$ cat config.mk
export PLATFORM = sky130hd
export DESIGN_NAME = binary_thinning_subpass
export DESIGN_NICKNAME = d
export VERILOG_FILES = /design/src/rtl/bts_pkg.sv /design/src/rtl/binary_thinning_subpass.sv
export SDC_FILE = /design/constraint.sdc
export NUM_CORES = 2
export LEC_CHECK = 0
export BUFFER_PORTS_ARGS = -buffer_cell sky130_fd_sc_hd__buf_4
export CORE_MARGIN = 4
export CORE_UTILIZATION = 30
export DETAILED_ROUTE_END_ITERATION = 16
export PLACE_DENSITY = 0.43
export SLEW_MARGIN = 20
export SYNTH_ARGS = -nofsm -noshare
export SYNTH_HDL_FRONTEND = slang
export SYNTH_SLANG_ARGS = --single-unit
$ cat constraint.sdc
create_clock -name clk -period 24.8 [get_ports clk]
set_input_delay 2.48 -clock clk [delete_from_list [all_inputs] [get_ports clk]]
set_output_delay 2.48 -clock clk [all_outputs]
set_load 0.03 [all_outputs]
$ cat src/rtl/bts_pkg.sv
// ---------------------------------------------------------------------------
// bts_pkg: shared types and helpers for the binary thinning sub-pass
// Word layouts for the pixel and result channels, register indexes, reset
// values and the neighborhood test used to clear a pixel.
// ---------------------------------------------------------------------------
package bts_pkg;

  localparam int DEF_MAX_WIDTH  = 1024;
  localparam int DEF_MAX_HEIGHT = 1024;

  localparam int CFG_DW = 11;
  localparam int CFG_IW = 2;

  localparam int RST_FRAME_WIDTH  = 480;
  localparam int RST_FRAME_HEIGHT = 640;
  localparam int MIN_DIM          = 3;

  // Set-neighbor count bounds for a removable pixel
  localparam logic [3:0] NBR_MIN = 4'd2;
  localparam logic [3:0] NBR_MAX = 4'd6;

  typedef enum logic [CFG_IW-1:0] {
    REG_FRAME_WIDTH  = 2'd0,
    REG_FRAME_HEIGHT = 2'd1,
    REG_SUB_PASS     = 2'd2
  } reg_idx_t;

  typedef struct packed {
    logic pixel_in;
    logic flush;
  } in_word_t;

  typedef struct packed {
    logic pixel_out;
    logic removed;
    logic last;
  } out_word_t;

  // Window layout: bits [2:0] oldest column, [8:6] newest; within a column
  // bit 0 is two rows up, bit 2 the current row. Center is bit 4.
  function automatic logic zs_cut(logic [8:0] win, logic sub);
    logic [7:0] ring;
    logic [3:0] trans;
    logic [3:0] nset;
    logic       m1;
    logic       m2;
    // ring order p2..p9, clockwise from the pixel above
    ring  = {win[0], win[1], win[2], win[5], win[8], win[7], win[6], win[3]};
    trans = '0;
    nset  = '0;
    for (int k = 0; k < 8; k++) begin
      trans = trans + 4'(!ring[k] && ring[(k + 1) % 8]);
      nset  = nset + 4'(ring[k]);
    end
    if (sub) begin
      m1 = ring[0] & ring[2] & ring[6];
      m2 = ring[0] & ring[4] & ring[6];
    end else begin
      m1 = ring[0] & ring[2] & ring[4];
      m2 = ring[2] & ring[4] & ring[6];
    end
    return (trans == 4'd1) && (nset >= NBR_MIN) && (nset <= NBR_MAX) && !m1 && !m2;
  endfunction

endpackage

$ cat src/rtl/binary_thinning_subpass.sv
// ---------------------------------------------------------------------------
// binary_thinning_subpass: one thinning sub-pass over a raster bit stream
// Two-row line store, 3x3 window and neighborhood test. Results trail the
// input by one row plus one pixel; border pixels pass through unchanged.
// ---------------------------------------------------------------------------
// Throughput: one pixel word per cycle while the receiver does not stall; the line
//   store has one read port (stage 0) and one write port (stage 1); a read of the
//   column being written at the same edge takes the write data.
// Flow: a word that yields a result is held in the input register from the
//   accepting edge; its result is loaded into the result register when stage 1
//   advances, which a stalled, full result register holds off. The first
//   frame_width+1 words of a frame yield no result.
// Reset: synchronous, active low. Counters, window and the line store fill
//   count clear at once; no clearing pass, columns not yet written read as 0.
module binary_thinning_subpass
  import bts_pkg::*;
#(
  parameter int MAX_WIDTH  = DEF_MAX_WIDTH,
  parameter int MAX_HEIGHT = DEF_MAX_HEIGHT
) (
  input  logic              clk,
  input  logic              rst_n,
  input  logic              in_valid,
  output logic              in_stall,
  input  in_word_t          in_data,
  output logic              out_valid,
  input  logic              out_stall,
  output out_word_t         out_data,
  input  logic              cfg_valid,
  output logic              cfg_ready,
  input  logic [CFG_IW-1:0] cfg_index,
  input  logic [CFG_DW-1:0] cfg_data
);

  localparam int CW = $clog2(MAX_WIDTH);
  localparam int WW = $clog2(MAX_WIDTH + 1);
  localparam int HW = $clog2(MAX_HEIGHT + 1);
  localparam int RW = $clog2(MAX_HEIGHT + 4);

  localparam logic [WW-1:0] W_RST = (RST_FRAME_WIDTH > MAX_WIDTH) ?
                                    WW'(MAX_WIDTH) : WW'(RST_FRAME_WIDTH);
  localparam logic [HW-1:0] H_RST = (RST_FRAME_HEIGHT > MAX_HEIGHT) ?
                                    HW'(MAX_HEIGHT) : HW'(RST_FRAME_HEIGHT);

  typedef struct packed {
    logic          x;
    logic [CW-1:0] col;
    logic          rd_zero;
    logic          use_prev;
    logic          res;
    logic          interior;
    logic          last;
  } s1_t;

  // configuration
  logic [WW-1:0] width_r, width_nxt;
  logic [HW-1:0] height_r, height_nxt;
  logic          sub_r, sub_nxt;

  // stage 0 state
  logic [CW-1:0] col_cnt_r, col_cnt_nxt;
  logic [RW-1:0] row_cnt_r, row_cnt_nxt;
  logic [CW:0]   fill_r, fill_nxt;

  // line store
  logic [1:0]    lstore [MAX_WIDTH];
  logic [1:0]    rd_r;

  // stage 1 and result
  logic          s1_valid_r;
  s1_t           s1_r, s1_nxt;
  logic [8:0]    win_r, win_nxt;
  logic          out_valid_r;
  out_word_t     out_r, out_nxt;

  logic          in_acc, out_free, s1_adv, s1_load;
  logic          wrap;
  logic [CW-1:0] c;
  logic [RW-1:0] r1, r, oi;
  logic [CW-1:0] oj;
  logic          valid0, interior0, last0;
  logic          x0;
  logic [1:0]    ls;
  logic [2:0]    newcol;
  logic          center, cut;

  assign cfg_ready = 1'b1;

  // clamp written dimensions into [3, max]
  always_comb begin
    width_nxt  = width_r;
    height_nxt = height_r;
    sub_nxt    = sub_r;
    if (cfg_valid) begin
      case (cfg_index)
        REG_FRAME_WIDTH: begin
          if (32'(cfg_data) < MIN_DIM) width_nxt = WW'(MIN_DIM);
          else if (32'(cfg_data) > MAX_WIDTH) width_nxt = WW'(MAX_WIDTH);
          else width_nxt = WW'(cfg_data);
        end
        REG_FRAME_HEIGHT: begin
          if (32'(cfg_data) < MIN_DIM) height_nxt = HW'(MIN_DIM);
          else if (32'(cfg_data) > MAX_HEIGHT) height_nxt = HW'(MAX_HEIGHT);
          else height_nxt = HW'(cfg_data);
        end
        REG_SUB_PASS: sub_nxt = cfg_data[0];
        default: ;
      endcase
    end
  end

  // handshake: stage 1 drains into the result register or drops a no-result word
  assign out_free = !out_valid_r || !out_stall;
  assign s1_adv   = s1_valid_r && (!s1_r.res || out_free);
  assign s1_load  = !s1_valid_r || s1_adv;
  assign in_stall = !s1_load;
  assign in_acc   = in_valid && s1_load;

  // stage 0: raster position, output position and flags
  always_comb begin
    x0   = in_data.flush ? 1'b0 : in_data.pixel_in;
    wrap = 32'(col_cnt_r) >= 32'(width_r);
    c    = wrap ? '0 : col_cnt_r;
    r1   = wrap ? RW'(row_cnt_r + 1'b1) : row_cnt_r;
    r    = (32'(r1) > 32'(height_r) + 1) ? '0 : r1;
    if (c != '0) begin
      valid0 = r >= RW'(1);
      oi     = RW'(r - 1'b1);
      oj     = CW'(c - 1'b1);
    end else begin
      valid0 = r >= RW'(2);
      oi     = RW'(r - 2'd2);
      oj     = CW'(width_r - 1'b1);
    end
    valid0    = valid0 && (32'(oi) < 32'(height_r));
    interior0 = (oi != '0) && (32'(oi) + 2 <= 32'(height_r)) &&
                (oj != '0) && (32'(oj) + 2 <= 32'(width_r));
    last0     = (32'(oi) == 32'(height_r) - 1) && (32'(oj) == 32'(width_r) - 1);

    if (32'(c) + 1 >= 32'(width_r)) begin
      col_cnt_nxt = '0;
      row_cnt_nxt = RW'(r + 1'b1);
    end else begin
      col_cnt_nxt = CW'(c + 1'b1);
      row_cnt_nxt = r;
    end
    // frame end: restart both counters
    if (valid0 && last0) begin
      col_cnt_nxt = '0;
      row_cnt_nxt = '0;
    end

    fill_nxt = ({1'b0, c} >= fill_r) ? {1'b0, c} + 1'b1 : fill_r;

    s1_nxt.x        = x0;
    s1_nxt.col      = c;
    s1_nxt.rd_zero  = {1'b0, c} >= fill_r;
    s1_nxt.use_prev = c == '0;
    s1_nxt.res      = valid0;
    s1_nxt.interior = interior0;
    s1_nxt.last     = last0;
  end

  // stage 1: shift the window and test the center
  always_comb begin
    ls      = s1_r.rd_zero ? 2'b00 : rd_r;
    newcol  = {s1_r.x, ls[0], ls[1]};
    win_nxt = {newcol, win_r[8:3]};
    center  = s1_r.use_prev ? win_r[7] : win_nxt[4];
    cut     = s1_r.interior && zs_cut(win_nxt, sub_r);
    out_nxt.pixel_out = center & !cut;
    out_nxt.removed   = center & cut;
    out_nxt.last      = s1_r.last;
  end

  always_ff @(posedge clk) begin
    if (!rst_n) begin
      width_r     <= W_RST;
      height_r    <= H_RST;
      sub_r       <= 1'b0;
      col_cnt_r   <= '0;
      row_cnt_r   <= '0;
      fill_r      <= '0;
      win_r       <= '0;
      s1_valid_r  <= 1'b0;
      out_valid_r <= 1'b0;
    end else begin
      width_r  <= width_nxt;
      height_r <= height_nxt;
      sub_r    <= sub_nxt;
      if (in_acc) begin
        col_cnt_r <= col_cnt_nxt;
        row_cnt_r <= row_cnt_nxt;
        fill_r    <= fill_nxt;
      end
      if (s1_adv) begin
        win_r <= win_nxt;
      end
      if (s1_load) begin
        s1_valid_r <= in_acc;
      end
      if (s1_adv && s1_r.res) begin
        out_valid_r <= 1'b1;
      end else if (out_valid_r && !out_stall) begin
        out_valid_r <= 1'b0;
      end
    end
  end

  // payload: no reset
  always_ff @(posedge clk) begin
    if (in_acc) begin
      s1_r <= s1_nxt;
      // a word right behind a write to the same column takes the write data
      rd_r <= (s1_adv && s1_r.col == c) ? {ls[0], s1_r.x} : lstore[c];
    end
    if (s1_adv) begin
      lstore[s1_r.col] <= {ls[0], s1_r.x};
    end
    if (s1_adv && s1_r.res) begin
      out_r <= out_nxt;
    end
  end

  assign out_valid = out_valid_r;
  assign out_data  = out_r;

  // fill count never runs past the line store
  a_fill_bound: assert property (@(posedge clk) disable iff (!rst_n)
    fill_r <= (CW + 1)'(MAX_WIDTH))
    else $error("line store fill count beyond depth");

  // a pixel is never both kept and removed
  a_out_excl: assert property (@(posedge clk) disable iff (!rst_n)
    out_valid_r |-> !(out_r.pixel_out && out_r.removed))
    else $error("pixel both kept and removed");

  // border pixels are never cleared
  a_border_keep: assert property (@(posedge clk) disable iff (!rst_n)
    (s1_adv && s1_r.res && !s1_r.interior) |=> (out_valid_r && !out_r.removed))
    else $error("border pixel removed");

  // input backs up only when both stages are full
  a_stall_full: assert property (@(posedge clk) disable iff (!rst_n)
    in_stall |-> (s1_valid_r && out_valid_r && out_stall))
    else $error("input stalled with room in the pipeline");

  // row counter stays within the wrap range
  a_row_bound: assert property (@(posedge clk) disable iff (!rst_n)
    32'(row_cnt_r) <= MAX_HEIGHT + 2)
    else $error("row counter out of range");

endmodule

==> results.json <==
{
  "max_stage_delay_ns": 0.62,
  "tightest_slew_ns": 1.36,
  "netSwitchingFraction_pct": 23.6,
  "io_pins": 26,
  "status": "completed",
  "grt_usage_pct": 21.9,
  "io_buffer_count": 24,
  "hp-class": "reg -> reg",
  "gp_congestion": 0.825,
  "seq_area_frac_synth_pct": 65.5,
  "synth.distinct_cells": 107,
  "hpwl_mm": 220,
  "slew_viol_final": 0,
  "rows": 208,
  "syn_to_final_growth_pct": 13.0,
  "criticalPathCategory": "reg -> reg",
  "synth_edf_count": 2068,
  "ir_drop_mv": 0.0570,
  "core_mm2": 0.321,
  "post-route-min-period_ns": 8.85,
  "p_clk_share_pct": 43.0,
  "ctsResizeCount": 0,
  "cts_root_buf": "clkbuf_16",
  "crit_start": "col_cnt_r[0]",
  "ys.flop_type": "edfxtp_1",
  "worstPathRequired_ns": 25.55,
  "synth_cells": 7680,
  "drc_errors": 0,
  "hp-start": "row_cnt_r[10]",
  "combPwrFrac_pct": 6.9,
  "grt_pass1_vias": 65956,
  "avgSynthCellArea_um2": 12.6,
  "floorplan.initialDensity_pct": 30.1,
  "fin_nets": 7651,
  "layout_common_cells": "edfxtp_1 (2068), nor2_1 (1342), a21oi_1 (467)",
  "total_power_w": 0.00795,
  "clock_sink_count": 2131,
  "p_per_area_mw_per_mm2": 72.8,
  "rsz0062_at_grt": "false",
  "fmax_ghz": 0.113,
  "routed_wl_mm": 375,
  "synthArstFlopShare_pct": 0,
  "drt-wirelength-per-cell_um": 31.2,
  "grt_first_pass_wirelength_mm": 523,
  "skew_ns": 0.0636,
  "vias": 66837,
  "die_width_um": 576,
  "tns_ns": 0,
  "final_common_cell": "edfxtp_1",
  "ys_seq_elements": 2131,
  "grt_overflow": 0,
  "synth_warnings": 0,
  "worstPathArrival_ns": 9.60,
  "grt_antenna_before_repair": 39,
  "synthesis.area_mm2": 0.0967,
  "fin_hold_ws_ns": 0.479,
  "setup_viol": 0,
  "max_cap_viol_count": 0,
  "drtPass1Iterations": 5,
  "insertion_delay_ns": 0.94,
  "drive_gt1_share_pct": 12.3,
  "power.switching_w": 0.00188,
  "viasPerCell": 5.55,
  "numCtsBuffers": 235,
  "clockBufferDepth": 4,
  "syn_nets": 7802,
  "postRouteAntennaNets": 0,
  "grt_max_degree": 228,
  "period_share_pct": 35.7,
  "die_y_um": 576,
  "final_util_pct": 34.0,
  "seqPwrFrac_pct": 50.0,
  "relSlewSlack_pct": 9.52,
  "die_area_mm2": 0.331,
  "tritoncts": "done",
  "p_leak_nw": 33.6,
  "critPathSlowestCell": "dfxtp_4",
  "intPower_w": 0.00607,
  "start_kind": "register",
  "end_kind": "register",
  "final-hold-violation-count": 0,
  "holdBufCountCts": 0,
  "clk_transition_reported_paths_ns": 0.06,
  "cp_max_fo": 66,
  "post-cts-setup-buffer-count": 0,
  "htreeDepth": 4,
  "r2r_start": "col_cnt_r[0]",
  "drt_iter0_markers": 7463
}
-- final timing paths --
check | end | slack, ns | depth (start not counted)
setup / recovery | row_cnt_r[0] | 15.95 | 30
hold / removal | row_cnt_r[10] | 0.48 | 2
setup reg to reg | row_cnt_r[0] | 15.95 | 30
hold reg to reg | row_cnt_r[10] | 0.48 | 2
-- state kept, by name, indices dropped and copies added, names as in the netlist --
| name | count |
|---|---|
| col_cnt_r | 10 |
| fill_r | 11 |
| height_r | 11 |
| lstore | 2048 |
| newcol | 1 |
| out_data | 3 |
| out_nxt | 1 |
| out_valid | 1 |
| rd_r | 2 |
| row_cnt_r | 11 |
| s1_r | 13 |
| s1_valid_r | 1 |
| sub_r | 1 |
| width_r | 11 |
| win_r | 6 |
-- cell usage after synthesis (94+ instances only) --
master / instances / area share, %
mux2i_1: 292 / 3.0
o22ai_1: 104 / 0.67
inv_1: 115 / 0.45
clkbuf_1: 363 / 1.4
nand3_1: 111 / 0.57
mux2_2: 136 / 1.6
a211oi_1: 179 / 1.4
buf_2: 132 / 0.68
buf_1: 130 / 0.50
nand2_1: 430 / 1.7
o221ai_1: 115 / 1.0
a21oi_1: 467 / 2.4
edfxtp_1: 2068 / 64
o21ai_0: 277 / 1.4
nor2_1: 1352 / 5.2
ha_1: 94 / 1.2
-- cell families after synthesis --
group	share of synthesized area, %
other	0.00388
muxes	6.47
and+or+nand+nor	10.7
AOI/OAI and AO/OA	11.8
buffers and inverters	3.21
adders and majority gates	1.38
DFF	65.5
xor gates and xnor gates	0.875
-- per-stage QoR --
step | setup slack (ns) | instance area, um2 | cells
after CTS | 15.95 | 109000 | 12017
after floorplan | 7.50 | 96700 | 7680
after detailed placement | 16.03 | 102000 | 11597
final | 15.95 | 109000 | 12032
after global routing | 15.41 | 109000 | 12021
after global placement | 15.49 | 102000 | 11596
-- power by group through the flow --
stage | sequential (W) | combinational, W | clock, W
after detailed placement | 0.00406 | 0.000550 | 0
after floorplan | 0.00413 | 0.000310 | 0
after global placement | 0.00406 | 0.000553 | 0
after CTS | 0.00398 | 0.000552 | 0.00349
after global routing | 0.00398 | 0.000585 | 0.00363
final | 0.00398 | 0.000550 | 0.00342
-- final cells by class --
cell class | count | area (um2)
fillers | 31453 | 212000
flip-flops and latches | 2131 | 63400
multi-input cells | 4789 | 30600
clock buffers | 286 | 6160
well taps | 4305 | 5390
repair buffers | 251 | 2040
clock inverters | 134 | 1140
inverters | 121 | 482
diodes | 15 | 37.5
-- metal layers --
metal,up-vias,wire [um],GRT usage [%]
met3,495,24600,2.73
met2,2637,175000,35.6
li1,28815,-,-
met5,-,10,0
met4,2,13100,7.32
met1,34888,162000,30.4
-- worst max-delay path, delay by kind of cell (launching register included) --
family | cells | cell delay, ns
AO/OA/AOI/OAI | 12 | 2.84
multiplexers | 2 | 0.79
XOR/XNOR | 1 | 0.54
AND/OR/NAND/NOR | 8 | 1.76
buffers and inverters | 3 | 0.74
flip-flops | 1 | 0.62
adder cells (fa/ha/maj) | 4 | 1.34
No activity file was read; power rests on OpenSTA's default activity.
